[src/rtl/core/ax25fhp_pkg.sv]
`default_nettype none
package ax25fhp_pkg;

	localparam int LEN_W = 11;
	localparam int IDX_W = 11;
	localparam int VAL_W = 14;
	localparam int MAX_FRAME_BYTES_DEF = 2048;
	localparam int MAX_TOKENS = 3;

	typedef enum logic [2:0] {
		PH_IDLE,
		PH_HDR,
		PH_COMP,
		PH_NORM,
		PH_ADDR,
		PH_CTRL,
		PH_PID,
		PH_DATA
	} phase_t;

	localparam logic [3:0] KIND_DEST_CHAR = 4'd0;
	localparam logic [3:0] KIND_DEST_SSID = 4'd1;
	localparam logic [3:0] KIND_SRC_CHAR  = 4'd2;
	localparam logic [3:0] KIND_SRC_SSID  = 4'd3;
	localparam logic [3:0] KIND_VIA_CHAR  = 4'd4;
	localparam logic [3:0] KIND_VIA_SSID  = 4'd5;
	localparam logic [3:0] KIND_QSO       = 4'd6;
	localparam logic [3:0] KIND_CONTROL   = 4'd7;
	localparam logic [3:0] KIND_PID       = 4'd8;
	localparam logic [3:0] KIND_PAYLOAD   = 4'd9;

	localparam logic [3:0] FK_I     = 4'd0;
	localparam logic [3:0] FK_RR    = 4'd1;
	localparam logic [3:0] FK_RNR   = 4'd2;
	localparam logic [3:0] FK_REJ   = 4'd3;
	localparam logic [3:0] FK_S_UNK = 4'd4;
	localparam logic [3:0] FK_UI    = 4'd5;
	localparam logic [3:0] FK_SABM  = 4'd6;
	localparam logic [3:0] FK_DISC  = 4'd7;
	localparam logic [3:0] FK_DM    = 4'd8;
	localparam logic [3:0] FK_UA    = 4'd9;
	localparam logic [3:0] FK_FRMR  = 4'd10;
	localparam logic [3:0] FK_U_UNK = 4'd11;

	localparam logic [7:0] U_UI   = 8'h03;
	localparam logic [7:0] U_SABM = 8'h2f;
	localparam logic [7:0] U_DISC = 8'h43;
	localparam logic [7:0] U_DM   = 8'h0f;
	localparam logic [7:0] U_UA   = 8'h63;
	localparam logic [7:0] U_FRMR = 8'h87;

	localparam logic [3:0] S_RR  = 4'h1;
	localparam logic [3:0] S_RNR = 4'h5;
	localparam logic [3:0] S_REJ = 4'h9;

	localparam logic [7:0] SPACE_SHIFTED = 8'h40;
	localparam logic [VAL_W-1:0] COMP_CHAR_OFFSET = 14'h20;

	typedef struct packed {
		logic [3:0]       kind;
		logic [VAL_W-1:0] value;
		logic [3:0]       frame_kind;
		logic [2:0]       recv_seq;
		logic [2:0]       send_seq;
		logic             poll_final;
		logic             version_one;
		logic             is_command;
		logic [7:0]       control_raw;
	} token_t;

	typedef struct packed {
		logic [1:0]  count;
		token_t [MAX_TOKENS-1:0] toks;
	} group_t;

	function automatic token_t mk_token(input logic [3:0] kind, input logic [VAL_W-1:0] value);
		token_t t;
		t = '0;
		t.kind = kind;
		t.value = value;
		return t;
	endfunction

	function automatic token_t mk_control(input logic [7:0] c, input logic ovs, input logic cmd);
		token_t t;
		logic [7:0] ru;
		t = mk_token(KIND_CONTROL, {6'd0, c});
		ru = c & 8'hef;
		t.poll_final = c[4];
		t.version_one = ovs;
		t.is_command = ovs ? 1'b0 : cmd;
		if (!c[0]) begin
			t.frame_kind = FK_I;
			t.recv_seq = c[7:5];
			t.send_seq = c[3:1];
			t.control_raw = c;
		end else if (c[1]) begin
			t.control_raw = ru;
			case (ru)
				U_UI:    t.frame_kind = FK_UI;
				U_SABM:  t.frame_kind = FK_SABM;
				U_DISC:  t.frame_kind = FK_DISC;
				U_DM:    t.frame_kind = FK_DM;
				U_UA:    t.frame_kind = FK_UA;
				U_FRMR:  t.frame_kind = FK_FRMR;
				default: t.frame_kind = FK_U_UNK;
			endcase
		end else begin
			t.control_raw = {4'd0, c[3:0]};
			t.recv_seq = c[7:5];
			case (c[3:0])
				S_RR:    t.frame_kind = FK_RR;
				S_RNR:   t.frame_kind = FK_RNR;
				S_REJ:   t.frame_kind = FK_REJ;
				default: t.frame_kind = FK_S_UNK;
			endcase
		end
		return t;
	endfunction

endpackage
`default_nettype wire

[src/rtl/core/ax25fhp_if.sv]
`default_nettype none
interface ax25fhp_byte_if;
	logic                          valid;
	logic                          ready;
	logic [7:0]                    data_byte;
	logic                          first_of_frame;
	logic [ax25fhp_pkg::LEN_W-1:0] frame_length;

	modport source (output valid, data_byte, first_of_frame, frame_length, input ready);
	modport sink (input valid, data_byte, first_of_frame, frame_length, output ready);
endinterface

interface ax25fhp_token_if;
	logic                          valid;
	logic                          ready;
	logic [3:0]                    token_kind;
	logic [ax25fhp_pkg::VAL_W-1:0] token_value;
	logic [3:0]                    frame_kind;
	logic [2:0]                    recv_seq;
	logic [2:0]                    send_seq;
	logic                          poll_final;
	logic                          version_one;
	logic                          is_command;
	logic [7:0]                    control_raw;
	logic                          last_of_run;

	modport source (output valid, token_kind, token_value, frame_kind, recv_seq, send_seq,
		poll_final, version_one, is_command, control_raw, last_of_run, input ready);
	modport sink (input valid, token_kind, token_value, frame_kind, recv_seq, send_seq,
		poll_final, version_one, is_command, control_raw, last_of_run, output ready);
endinterface
`default_nettype wire

[src/rtl/core/ax25fhp_parse.sv]
`default_nettype none
module ax25fhp_parse #(
	parameter int MAX_FRAME_BYTES = ax25fhp_pkg::MAX_FRAME_BYTES_DEF
) (
	input  wire logic                          clk,
	input  wire logic                          arst_n,
	input  wire logic                          accept,
	input  wire logic [7:0]                    data_byte,
	input  wire logic                          first_of_frame,
	input  wire logic [ax25fhp_pkg::LEN_W-1:0] frame_length,
	output ax25fhp_pkg::group_t                grp
);
	import ax25fhp_pkg::*;

	localparam int LenCap = (MAX_FRAME_BYTES > 2047) ? 2047 : MAX_FRAME_BYTES;

	logic [IDX_W-1:0] idx_q, e_idx, n_idx;
	logic [LEN_W-1:0] bl_q, e_bl, n_bl, len_c;
	phase_t           ph_q, e_ph, n_ph;
	logic [7:0]       held_q, n_held, fbc_q, n_fbc;
	logic             ovs_q, e_ovs, n_ovs;
	logic             cmd_q, e_cmd, n_cmd;
	logic             aeb_q, e_aeb, n_aeb;
	logic [2:0]       boff_q, e_boff, n_boff;
	logic [VAL_W-1:0] qso_q, e_qso, n_qso;
	token_t [MAX_TOKENS-1:0] t;
	logic [1:0]       cnt;
	logic [7:0]       b;
	logic [5:0]       cc [2];
	logic [2:0]       ncc;

	assign b = data_byte;
	assign len_c = (frame_length > LenCap[LEN_W-1:0]) ? LenCap[LEN_W-1:0] : frame_length;

	always_comb begin
		e_bl = bl_q;
		e_idx = idx_q;
		e_ph = ph_q;
		e_ovs = ovs_q;
		e_cmd = cmd_q;
		e_aeb = aeb_q;
		e_boff = boff_q;
		e_qso = qso_q;
		if (first_of_frame) begin
			e_bl = len_c;
			e_idx = '0;
			e_ovs = 1'b1;
			e_cmd = 1'b0;
			e_aeb = 1'b0;
			e_boff = '0;
			e_qso = '0;
			e_ph = (len_c < LEN_W'(8)) ? PH_IDLE : PH_HDR;
		end
		n_bl = e_bl;
		n_idx = e_idx;
		n_ph = e_ph;
		n_ovs = e_ovs;
		n_cmd = e_cmd;
		n_aeb = e_aeb;
		n_boff = e_boff;
		n_qso = e_qso;
		n_held = held_q;
		n_fbc = fbc_q;
		t = '0;
		cnt = 2'd0;
		cc[0] = '0;
		cc[1] = '0;
		ncc = '0;
		if (e_ph == PH_IDLE || e_bl == '0) begin
			n_ph = PH_IDLE;
		end else begin
			case (e_ph)
				PH_HDR: begin
					if (e_idx == '0) begin
						n_fbc = b;
					end else if (b[0]) begin
						n_ovs = 1'b0;
						n_cmd = b[1];
						n_qso = {fbc_q, b[7:2]};
						n_ph = PH_COMP;
					end else if (e_bl < LEN_W'(14)) begin
						n_ph = PH_IDLE;
					end else begin
						if ((fbc_q & 8'hfe) != SPACE_SHIFTED) begin
							t[cnt] = mk_token(KIND_DEST_CHAR, {7'd0, fbc_q[7:1]});
							cnt = cnt + 2'd1;
						end
						if ((b & 8'hfe) != SPACE_SHIFTED) begin
							t[cnt] = mk_token(KIND_DEST_CHAR, {7'd0, b[7:1]});
							cnt = cnt + 2'd1;
						end
						n_ph = PH_NORM;
					end
				end
				PH_COMP: begin
					if (e_idx == IDX_W'(2) || e_idx == IDX_W'(5)) begin
						cc[0] = b[7:2];
						ncc = 3'd1;
					end else if (e_idx == IDX_W'(3)) begin
						cc[0] = {held_q[1:0], b[7:4]};
						ncc = 3'd1;
					end else if (e_idx == IDX_W'(4)) begin
						cc[0] = {held_q[3:0], b[7:6]};
						cc[1] = b[5:0];
						ncc = 3'd2;
					end else begin
						cc[0] = {held_q[1:0], b[7:4]};
						ncc = 3'd1;
						n_ph = PH_CTRL;
					end
					for (int i = 0; i < 2; i++) begin
						if (i < int'(ncc) && cc[i] != '0) begin
							t[cnt] = mk_token(KIND_DEST_CHAR, {8'd0, cc[i]} + COMP_CHAR_OFFSET);
							cnt = cnt + 2'd1;
						end
					end
					if (n_ph == PH_CTRL) begin
						t[cnt] = mk_token(KIND_DEST_SSID, {10'd0, b[3:0]});
						cnt = cnt + 2'd1;
						t[cnt] = mk_token(KIND_QSO, e_qso);
						cnt = cnt + 2'd1;
					end
				end
				PH_NORM: begin
					if (e_idx < IDX_W'(6)) begin
						if ((b & 8'hfe) != SPACE_SHIFTED) begin
							t[0] = mk_token(KIND_DEST_CHAR, {7'd0, b[7:1]});
							cnt = 2'd1;
						end
					end else if (e_idx == IDX_W'(6)) begin
						t[0] = mk_token(KIND_DEST_SSID, {10'd0, b[4:1]});
						cnt = 2'd1;
						n_cmd = b[7];
					end else if (e_idx < IDX_W'(13)) begin
						if ((b & 8'hfe) != SPACE_SHIFTED) begin
							t[0] = mk_token(KIND_SRC_CHAR, {7'd0, b[7:1]});
							cnt = 2'd1;
						end
					end else begin
						t[0] = mk_token(KIND_SRC_SSID, {10'd0, b[4:1]});
						cnt = 2'd1;
						if (e_cmd != b[7]) begin
							n_ovs = 1'b0;
						end else begin
							n_ovs = 1'b1;
							n_cmd = 1'b0;
						end
						n_aeb = b[0];
						n_boff = '0;
						n_ph = PH_ADDR;
					end
				end
				PH_ADDR: begin
					if (e_boff == '0 && !(!e_aeb && e_bl >= LEN_W'(7))) begin
						t[0] = mk_control(b, e_ovs, e_cmd);
						cnt = 2'd1;
						n_ph = PH_PID;
					end else if (e_boff < 3'd6) begin
						if ((b & 8'hfe) != SPACE_SHIFTED) begin
							t[0] = mk_token(KIND_VIA_CHAR, {7'd0, b[7:1]});
							cnt = 2'd1;
						end
						n_boff = e_boff + 3'd1;
					end else begin
						t[0] = mk_token(KIND_VIA_SSID, {10'd0, b[4:1]});
						cnt = 2'd1;
						n_aeb = b[0];
						n_boff = '0;
					end
				end
				PH_CTRL: begin
					t[0] = mk_control(b, e_ovs, e_cmd);
					cnt = 2'd1;
					n_ph = PH_PID;
				end
				PH_PID: begin
					t[0] = mk_token(KIND_PID, {6'd0, b});
					cnt = 2'd1;
					n_ph = PH_DATA;
				end
				default: begin
					t[0] = mk_token(KIND_PAYLOAD, {6'd0, b});
					cnt = 2'd1;
				end
			endcase
			n_held = b;
			n_idx = e_idx + IDX_W'(1);
			n_bl = e_bl - LEN_W'(1);
			if (n_bl == '0) begin
				n_ph = PH_IDLE;
			end
		end
		grp.count = cnt;
		grp.toks = t;
	end

	always_ff @(posedge clk or negedge arst_n) begin
		if (!arst_n) begin
			idx_q <= '0;
			bl_q <= '0;
			ph_q <= PH_IDLE;
			held_q <= '0;
			fbc_q <= '0;
			ovs_q <= 1'b1;
			cmd_q <= 1'b0;
			aeb_q <= 1'b0;
			boff_q <= '0;
			qso_q <= '0;
		end else if (accept) begin
			idx_q <= n_idx;
			bl_q <= n_bl;
			ph_q <= n_ph;
			held_q <= n_held;
			fbc_q <= n_fbc;
			ovs_q <= n_ovs;
			cmd_q <= n_cmd;
			aeb_q <= n_aeb;
			boff_q <= n_boff;
			qso_q <= n_qso;
		end
	end

endmodule
`default_nettype wire

[src/rtl/core/ax25fhp_emit.sv]
`default_nettype none
module ax25fhp_emit (
	input  wire logic            clk,
	input  wire logic            arst_n,
	input  wire logic            accept,
	input  ax25fhp_pkg::group_t  grp,
	output logic                 in_ready,
	ax25fhp_token_if.source      tokens
);
	import ax25fhp_pkg::*;

	token_t [MAX_TOKENS-1:0] slots_q;
	logic [1:0]              cnt_q;
	logic                    pop;

	assign pop = tokens.valid && tokens.ready;
	assign in_ready = (cnt_q == 2'd0) || (cnt_q == 2'd1 && tokens.ready);

	always_ff @(posedge clk or negedge arst_n) begin
		if (!arst_n) begin
			cnt_q <= 2'd0;
		end else if (accept) begin
			cnt_q <= grp.count;
		end else if (pop) begin
			cnt_q <= cnt_q - 2'd1;
		end
	end

	// advance: shift the next pending token into the head slot
	always_ff @(posedge clk) begin
		if (accept) begin
			slots_q <= grp.toks;
		end else if (pop) begin
			slots_q[0] <= slots_q[1];
			slots_q[1] <= slots_q[2];
		end
	end

	assign tokens.valid       = (cnt_q != 2'd0);
	assign tokens.token_kind  = slots_q[0].kind;
	assign tokens.token_value = slots_q[0].value;
	assign tokens.frame_kind  = slots_q[0].frame_kind;
	assign tokens.recv_seq    = slots_q[0].recv_seq;
	assign tokens.send_seq    = slots_q[0].send_seq;
	assign tokens.poll_final  = slots_q[0].poll_final;
	assign tokens.version_one = slots_q[0].version_one;
	assign tokens.is_command  = slots_q[0].is_command;
	assign tokens.control_raw = slots_q[0].control_raw;
	assign tokens.last_of_run = (cnt_q == 2'd1);

endmodule
`default_nettype wire

[src/rtl/core/ax25_frame_header_parser.sv]
`default_nettype none
// AX.25 header parser: takes one frame byte per beat (frame_length sampled with
// first_of_frame) and returns a token beat for each non-blank address character,
// SSID, QSO number, control byte, PID and payload byte, in byte order. A byte
// yields zero to three tokens; the token buffer drains one token per cycle while
// tokens.ready is high. A new byte is taken in the same cycle the last buffered
// token of the previous byte leaves. last_of_run marks the final token of each
// byte.
module ax25_frame_header_parser #(
	parameter int MAX_FRAME_BYTES = ax25fhp_pkg::MAX_FRAME_BYTES_DEF
) (
	input wire logic         clk,
	input wire logic         arst_n,
	ax25fhp_byte_if.sink     frame,
	ax25fhp_token_if.source  tokens
);
	import ax25fhp_pkg::*;

	group_t grp;
	logic   in_ready;
	logic   accept;

	assign frame.ready = in_ready;
	assign accept = frame.valid && in_ready;

	ax25fhp_parse #(
		.MAX_FRAME_BYTES(MAX_FRAME_BYTES)
	) u_parse (
		.clk           (clk),
		.arst_n        (arst_n),
		.accept        (accept),
		.data_byte     (frame.data_byte),
		.first_of_frame(frame.first_of_frame),
		.frame_length  (frame.frame_length),
		.grp           (grp)
	);

	ax25fhp_emit u_emit (
		.clk     (clk),
		.arst_n  (arst_n),
		.accept  (accept),
		.grp     (grp),
		.in_ready(in_ready),
		.tokens  (tokens)
	);

endmodule
`default_nettype wire

[src/flat_wrapper.sv]
// flat-port wrapper written by rule: the top's interface ports become plain ports
module ax25_frame_header_parser_flat import ax25fhp_pkg::*;
#(
	parameter int MAX_FRAME_BYTES = ax25fhp_pkg::MAX_FRAME_BYTES_DEF
)
  (clk, arst_n, frame_valid, frame_data_byte, frame_first_of_frame, frame_frame_length, frame_ready, tokens_valid, tokens_token_kind, tokens_token_value, tokens_frame_kind, tokens_recv_seq, tokens_send_seq, tokens_poll_final, tokens_version_one, tokens_is_command, tokens_control_raw, tokens_last_of_run, tokens_ready);
  ax25fhp_byte_if frame_i ();
  ax25fhp_token_if tokens_i ();
  input wire logic clk;
  input wire logic arst_n;
  input wire logic [$bits(frame_i.valid)-1:0] frame_valid;
  input wire logic [$bits(frame_i.data_byte)-1:0] frame_data_byte;
  input wire logic [$bits(frame_i.first_of_frame)-1:0] frame_first_of_frame;
  input wire logic [$bits(frame_i.frame_length)-1:0] frame_frame_length;
  output wire logic [$bits(frame_i.ready)-1:0] frame_ready;
  output wire logic [$bits(tokens_i.valid)-1:0] tokens_valid;
  output wire logic [$bits(tokens_i.token_kind)-1:0] tokens_token_kind;
  output wire logic [$bits(tokens_i.token_value)-1:0] tokens_token_value;
  output wire logic [$bits(tokens_i.frame_kind)-1:0] tokens_frame_kind;
  output wire logic [$bits(tokens_i.recv_seq)-1:0] tokens_recv_seq;
  output wire logic [$bits(tokens_i.send_seq)-1:0] tokens_send_seq;
  output wire logic [$bits(tokens_i.poll_final)-1:0] tokens_poll_final;
  output wire logic [$bits(tokens_i.version_one)-1:0] tokens_version_one;
  output wire logic [$bits(tokens_i.is_command)-1:0] tokens_is_command;
  output wire logic [$bits(tokens_i.control_raw)-1:0] tokens_control_raw;
  output wire logic [$bits(tokens_i.last_of_run)-1:0] tokens_last_of_run;
  input wire logic [$bits(tokens_i.ready)-1:0] tokens_ready;
  assign frame_i.valid = frame_valid;
  assign frame_i.data_byte = frame_data_byte;
  assign frame_i.first_of_frame = frame_first_of_frame;
  assign frame_i.frame_length = frame_frame_length;
  assign frame_ready = frame_i.ready;
  assign tokens_valid = tokens_i.valid;
  assign tokens_token_kind = tokens_i.token_kind;
  assign tokens_token_value = tokens_i.token_value;
  assign tokens_frame_kind = tokens_i.frame_kind;
  assign tokens_recv_seq = tokens_i.recv_seq;
  assign tokens_send_seq = tokens_i.send_seq;
  assign tokens_poll_final = tokens_i.poll_final;
  assign tokens_version_one = tokens_i.version_one;
  assign tokens_is_command = tokens_i.is_command;
  assign tokens_control_raw = tokens_i.control_raw;
  assign tokens_last_of_run = tokens_i.last_of_run;
  assign tokens_i.ready = tokens_ready;
  ax25_frame_header_parser #(.MAX_FRAME_BYTES(MAX_FRAME_BYTES)) u_core (.clk(clk), .arst_n(arst_n), .frame(frame_i), .tokens(tokens_i));
endmodule
[config.mk]
export PLATFORM = sky130hd
export DESIGN_NAME = ax25_frame_header_parser_flat
export DESIGN_NICKNAME = d
export VERILOG_FILES = /design/src/rtl/core/ax25fhp_pkg.sv /design/src/rtl/core/ax25fhp_if.sv /design/src/rtl/core/ax25fhp_parse.sv /design/src/rtl/core/ax25fhp_emit.sv /design/src/rtl/core/ax25_frame_header_parser.sv /design/src/flat_wrapper.sv
export SDC_FILE = /design/constraint.sdc
export NUM_CORES = 1
export LEC_CHECK = 0
export BUFFER_PORTS_ARGS = -buffer_cell sky130_fd_sc_hd__buf_2
export CAP_MARGIN = 5
export CORE_ASPECT_RATIO = 0.8
export CORE_MARGIN = 2
export CORE_UTILIZATION = 30
export CTS_BUF_LIST = sky130_fd_sc_hd__clkbuf_8
export CTS_CLUSTER_DIAMETER = 40
export CTS_CLUSTER_SIZE = 24
export DETAILED_ROUTE_END_ITERATION = 8
export PLACE_DENSITY = 0.55
export SLEW_MARGIN = 0
export SYNTH_ARGS = -nofsm -noshare
export SYNTH_HDL_FRONTEND = slang
export SYNTH_SLANG_ARGS = --single-unit
export TNS_END_PERCENT = 100
[constraint.sdc]
create_clock -name clk -period 4.8 [get_ports clk]
set_input_delay 0.24 -clock clk [delete_from_list [all_inputs] [get_ports clk]]
set_output_delay 0.24 -clock clk [all_outputs]
set_load 0.005 [all_outputs]
==> impl_results.html <==
<table>
<tr><th>Metric</th><th>Value</th></tr>
<tr><th colspan="2">Outcome</th></tr>
<tr><td>Run status</td><td>complete, no violations</td></tr>
<tr><th colspan="2">Die</th></tr>
<tr><td>Core Footprint</td><td>26,460 µm²</td></tr>
<tr><td>Placement Rows</td><td>53</td></tr>
<tr><td>Height of the die</td><td>151.4 µm</td></tr>
<tr><td>Starting density of the core</td><td>30.78%</td></tr>
<tr><td>Chip width</td><td>188.2 µm</td></tr>
<tr><td>Die ar.</td><td>28,480 µm²</td></tr>
<tr><td>I/O pin count</td><td>66</td></tr>
<tr><th colspan="2">Routing</th></tr>
<tr><td>DRC viols</td><td>0</td></tr>
<tr><td>Vias per inst</td><td>5.543</td></tr>
<tr><td>Via count of the routed design</td><td>7,051</td></tr>
<tr><td>Average wire per cell in the routed design</td><td>20.26 µm</td></tr>
<tr><td>Number of iterations in the first detailed-routing pass</td><td>5</td></tr>
<tr><td>Final ANT Viol Nets</td><td>0</td></tr>
<tr><td>Drt first-iter violations</td><td>759</td></tr>
<tr><td>Detailed-route wire length</td><td>25.77 mm</td></tr>
<tr><th colspan="2">Synthesis</th></tr>
<tr><td>Ys Warns</td><td>0</td></tr>
<tr><td>Complex-gate fraction of the synthesized area</td><td>18.33%</td></tr>
<tr><td>Largest family of logic cells by synthesized area</td><td>simple AND/OR/NAND/NOR gates</td></tr>
<tr><td>Proportion of synthesized chip area in sequential cells</td><td>44.33%</td></tr>
<tr><td>Flop and latch count out of synthesis</td><td>130</td></tr>
<tr><td>XOR/XNOR Fraction of Synth Area</td><td>2.259%</td></tr>
<tr><td>Share of synthesized flip-flops with an asynchronous set or reset</td><td>45.38%</td></tr>
<tr><td>Mux share of post-synthesis cell area</td><td>3.181%</td></tr>
<tr><td>Number of distinct library cell variants in the gate-level netlist after synthesis</td><td>78</td></tr>
<tr><td>Area fraction in and, or, nand and nor cells after synthesis</td><td>22.36%</td></tr>
<tr><td>Number of cells produced by synthesis</td><td>878</td></tr>
<tr><td>Average size of a mapped cell</td><td>9.274 µm²</td></tr>
<tr><td>Top FF cell, synth</td><td>sky130_fd_sc_hd__edfxtp_1</td></tr>
<tr><td>Synth Area in Adders</td><td>2.459%</td></tr>
<tr><td>Synthesized cell area</td><td>8143 µm²</td></tr>
<tr><td>Post-synth net total</td><td>918</td></tr>
<tr><td>Count of flip-flops with a built-in enable after synthesis</td><td>71</td></tr>
<tr><th colspan="2">Place</th></tr>
<tr><td>Count of input and output buffers</td><td>65</td></tr>
<tr><td>Detailed Place HPWL</td><td>18.10 mm</td></tr>
<tr><td>Setup Slack @ Placement</td><td>0.7402 ns</td></tr>
<tr><td>RD Place Congestion</td><td>0.9329</td></tr>
<tr><th colspan="2">Global routing</th></tr>
<tr><td>Most heavily used metal layer in global routing</td><td>met1</td></tr>
<tr><td>Met3 layer usage reported by global route</td><td>4.958%</td></tr>
<tr><td>Initial antenna violation count</td><td>0</td></tr>
<tr><td>Vias in the first global route</td><td>6,585</td></tr>
<tr><td>Maximum number of pins on one net before global-route repair</td><td>61</td></tr>
<tr><td>Wire length of the first global-routing pass</td><td>39.94 mm</td></tr>
<tr><td>Overflow left after global routing</td><td>0</td></tr>
<tr><td>M2 GR Usage</td><td>24.63%</td></tr>
<tr><td>Global-route met1 utilization</td><td>28.67%</td></tr>
<tr><td>Global-route usage over all layers</td><td>18.50%</td></tr>
<tr><th colspan="2">CTS</th></tr>
<tr><td>Number of setup buffers added after CTS</td><td>0</td></tr>
<tr><td>TritonCTS clock tree</td><td>built</td></tr>
<tr><td>Hold-fix buffer count after cts</td><td>1</td></tr>
<tr><td>Buffer depth of the longest clock path</td><td>2</td></tr>
<tr><td>Later-pin clock latency in the skew report</td><td>0.48 ns</td></tr>
<tr><td>CTS Sinks</td><td>130</td></tr>
<tr><td>Clock tree root buffer cell</td><td>sky130_fd_sc_hd__clkbuf_8</td></tr>
<tr><td>Gates resized, CTS repair</td><td>0</td></tr>
<tr><td>Number of CTS-inserted buffers</td><td>17</td></tr>
<tr><td>H-tree Lvls</td><td>4</td></tr>
<tr><td>Clk slew on worst S/H paths</td><td>0.08 ns</td></tr>
<tr><th colspan="2">Critical path</th></tr>
<tr><td>Slack of the worst reg-to-reg path</td><td>0.66 ns</td></tr>
<tr><td>Critical setup path kind</td><td>flip-flop to flip-flop</td></tr>
<tr><td>Data required time of the worst path</td><td>5.03 ns</td></tr>
<tr><td>Crit. Startpoint</td><td>u_core.u_parse.idx_q[1]$_DFFE_PN0P_</td></tr>
<tr><td>Reg-to-reg endpoint</td><td>u_core.u_emit.tokens.token_value[4]$_DFFE_PP_</td></tr>
<tr><td>Arrival @ worst endpoint</td><td>4.37 ns</td></tr>
<tr><td>Capture point of the worst path</td><td>u_core.u_emit.tokens.token_value[4]$_DFFE_PP_</td></tr>
<tr><td>Worst r2r src</td><td>u_core.u_parse.idx_q[1]$_DFFE_PN0P_</td></tr>
<tr><td>Critical path launch point type</td><td>flip-flop</td></tr>
<tr><td>Depth of the worst register-to-register path</td><td>15</td></tr>
<tr><td>Critical Path End Type</td><td>flip-flop</td></tr>
<tr><td>Worst Path Max Fanout</td><td>8</td></tr>
<tr><th colspan="2">STA</th></tr>
<tr><td>Hold Violations, Final</td><td>0</td></tr>
<tr><td>Count of final setup violators</td><td>0</td></tr>
<tr><td>Worst Clk Skew</td><td>0.01770 ns</td></tr>
<tr><td>Actual slew at the worst max-slew pin</td><td>1.105 ns</td></tr>
<tr><td>Total Negative Setup Slacks</td><td>0 ns</td></tr>
<tr><td>Minimum clock period</td><td>4.145 ns</td></tr>
<tr><td>Max-slew headroom at the worst pin</td><td>26.08%</td></tr>
<tr><td>Period utilization</td><td>86.35%</td></tr>
<tr><td>Unrepaired setup endpoints after global routing</td><td>no</td></tr>
<tr><td>Final count of pins violating max slew</td><td>0</td></tr>
<tr><td>Final worst slack</td><td>0.6552 ns</td></tr>
<tr><td>Max frequency</td><td>0.2413 GHz</td></tr>
<tr><th colspan="2">Power</th></tr>
<tr><td>Worst IR Drop VDD</td><td>0.2267 mV</td></tr>
<tr><td>Leakage power summed over all cells</td><td>3.535 nW</td></tr>
<tr><td>Cell Pwr Density</td><td>489.3 nW/µm²</td></tr>
<tr><th colspan="2">Layout</th></tr>
<tr><td>Area overhead of the layout relative to synthesis</td><td>11.14%</td></tr>
<tr><td>Fraction of layout instances using a drive strength above 1</td><td>16.28%</td></tr>
<tr><td>Highest-count cells in the layout ignoring fill and taps</td><td>sky130_fd_sc_hd__nand2_1, sky130_fd_sc_hd__o21ai_0, sky130_fd_sc_hd__edfxtp_1</td></tr>
<tr><td>Count of nets after finishing</td><td>942</td></tr>
<tr><td>Most common library cell in the layout ignoring fill and taps</td><td>sky130_fd_sc_hd__nand2_1</td></tr>
<tr><td>Number of antenna cells inserted</td><td>0</td></tr>
<tr><td>Filler cells</td><td>2,727</td></tr>
<tr><th colspan="2">Worst hold path</th></tr>
<tr><td>Class of the tightest hold or removal check</td><td>input pin to flip-flop</td></tr>
<tr><th colspan="2">Run</th></tr>
<tr><td>Maximum capacitance violations</td><td>0</td></tr>
</table>
[where the power goes]
| group | internal, W | total, W | switching, W |
|---|---|---|---|
| Sequential | 0.00160 | 0.00187 | 0.000277 |
| Clock | 0.000518 | 0.00101 | 0.000496 |
| Combinational | 0.000580 | 0.00154 | 0.000961 |
[metrics by stage]
| stage | hold WS [ns] | util, % | power (W) | cells | area [µm²] |
|---|---|---|---|---|---|
| 6_report | 0.2238 | 34.20 | 0.004428 | 1272 | 9050 |
| 5_1_grt | 0.2015 | 34.20 | 0.004702 | 1272 | 9050 |
| 4_1_cts | 0.1821 | 34.20 | 0.004428 | 1272 | 9050 |
| 3_5_place_dp | 0.4798 | 32.59 | 0.003403 | 1239 | 8623 |
| 3_3_place_gp | 0.4779 | 32.59 | 0.003397 | 1239 | 8623 |
| 2_1_floorplan | -0.05559 | - | 0.002909 | 878 | 8149 |
[kinds of logic after synthesis]
logic type	after synthesis
adders and majority gates	16
buffers and inverters	112
and+or+nand+nor	354
AOI/OAI and AO/OA	220
DFF	130
muxes	25
xor gates and xnor gates	21
[critical path, cell delays in order, from the launching register on]
cell	delay [ns]
sky130_fd_sc_hd__dfrtp_1	0.47
sky130_fd_sc_hd__nor2b_1	0.16
sky130_fd_sc_hd__buf_4	0.12
sky130_fd_sc_hd__ha_1	0.22
sky130_fd_sc_hd__nor3b_1	0.32
sky130_fd_sc_hd__a211oi_2	0.12
sky130_fd_sc_hd__nor2_2	0.32
sky130_fd_sc_hd__o21ai_0	0.17
sky130_fd_sc_hd__or3_1	0.51
sky130_fd_sc_hd__ha_1	0.36
sky130_fd_sc_hd__and2_1	0.19
sky130_fd_sc_hd__o21ai_1	0.16
sky130_fd_sc_hd__buf_4	0.22
sky130_fd_sc_hd__a32oi_1	0.18
sky130_fd_sc_hd__o311ai_0	0.18
sky130_fd_sc_hd__nand3b_1	0.20
[cell type report]
type / count / area [µm²] / share of cell area (%)
Multi-Input combinational cell: 636 / 3964 / 43.80
Sequential cell: 130 / 3610 / 39.89
Timing Repair Buffer: 89 / 508.0 / 5.613
Tap cell: 357 / 446.7 / 4.936
Clock buffer: 17 / 234.0 / 2.585
Clock inverter: 15 / 182.7 / 2.019
Inverter: 28 / 105.1 / 1.161
[layer usage]
layer | up-vias | routed length, µm
met3 | 26 | 2889
met5 | - | 0
met2 | 356 | 10010
met4 | 0 | 260
li1 | 3256 | -
met1 | 3413 | 12600
[sequential cells by signal (all words and copies together) (netlist names)]
register                          count
u_core.u_emit.tokens.token_value     14
u_core.u_parse.qso_q                 14
u_core.u_emit.tokens.is_command       1
u_core.u_emit.tokens.poll_final       1
u_core.u_parse.idx_q                 11
u_core.u_parse.held_q                 4
u_core.u_parse.ovs_q                  1
u_core.u_parse.ph_q                   3
u_core.u_parse.bl_q                  11
u_core.u_emit.tokens.frame_kind       4
u_core.u_parse.boff_q                 3
u_core.u_emit.tokens.recv_seq         3
u_core.u_emit.cnt_q                   2
u_core.u_emit.slots_q                32
u_core.u_emit.tokens.token_kind       4
u_core.u_parse.fbc_q                  8
u_core.u_parse.aeb_q                  1
u_core.u_emit.tokens.send_seq         3
u_core.u_emit.tokens.control_raw      8
u_core.u_emit.tokens.version_one      1
u_core.u_parse.cmd_q                  1
[synthesized netlist by cell type, drive strengths merged, types with 5 or more instances]
master / count / area share [%]
a21oi: 36 / 2.2
o31ai: 5 / 0.46
nand4: 11 / 0.85
nand2b: 5 / 0.38
nor4: 9 / 0.95
xnor2: 9 / 0.97
nor2: 66 / 3.1
dfrtp: 58 / 18
nand2: 112 / 5.2
clkbuf: 37 / 1.7
a32o: 7 / 0.86
mux2i: 18 / 2.2
o22ai: 7 / 0.54
and2: 8 / 0.61
o211ai: 9 / 0.89
mux2: 7 / 0.97
buf: 47 / 4.1
ha: 16 / 2.5
nor3b: 10 / 0.92
nand3: 28 / 1.7
nor2b: 16 / 1.2
edfxtp: 71 / 26
xor2: 12 / 1.3
nor3: 33 / 2.1
or3: 7 / 0.54
nand3b: 6 / 0.55
a211o: 6 / 0.65
a22o: 18 / 1.9
and3: 19 / 1.5
a32oi: 9 / 0.97
o21ai: 72 / 4.4
inv: 26 / 1.2
a211oi: 6 / 0.55
[worst min-delay path by stage]
stage                                             start                             endpoint  slack [ns]  cells after the start
floorplan                                        arst_n   u_core.u_emit.cnt_q[0]$_DFFE_PN0P_       -0.06                      0
global placement    u_core.u_parse.qso_q[4]$_DFFE_PN0P_  u_core.u_parse.qso_q[4]$_DFFE_PN0P_        0.48                      1
detailed placement  u_core.u_parse.qso_q[5]$_DFFE_PN0P_  u_core.u_parse.qso_q[5]$_DFFE_PN0P_        0.48                      1
CTS                                  frame_data_byte[4]  u_core.u_parse.qso_q[2]$_DFFE_PN0P_        0.18                      2
global route                         frame_data_byte[4]  u_core.u_parse.qso_q[2]$_DFFE_PN0P_        0.20                      2
finish                               frame_data_byte[4]  u_core.u_parse.qso_q[2]$_DFFE_PN0P_        0.22                      2
Note: power is estimated with default switching activity, not from simulation.
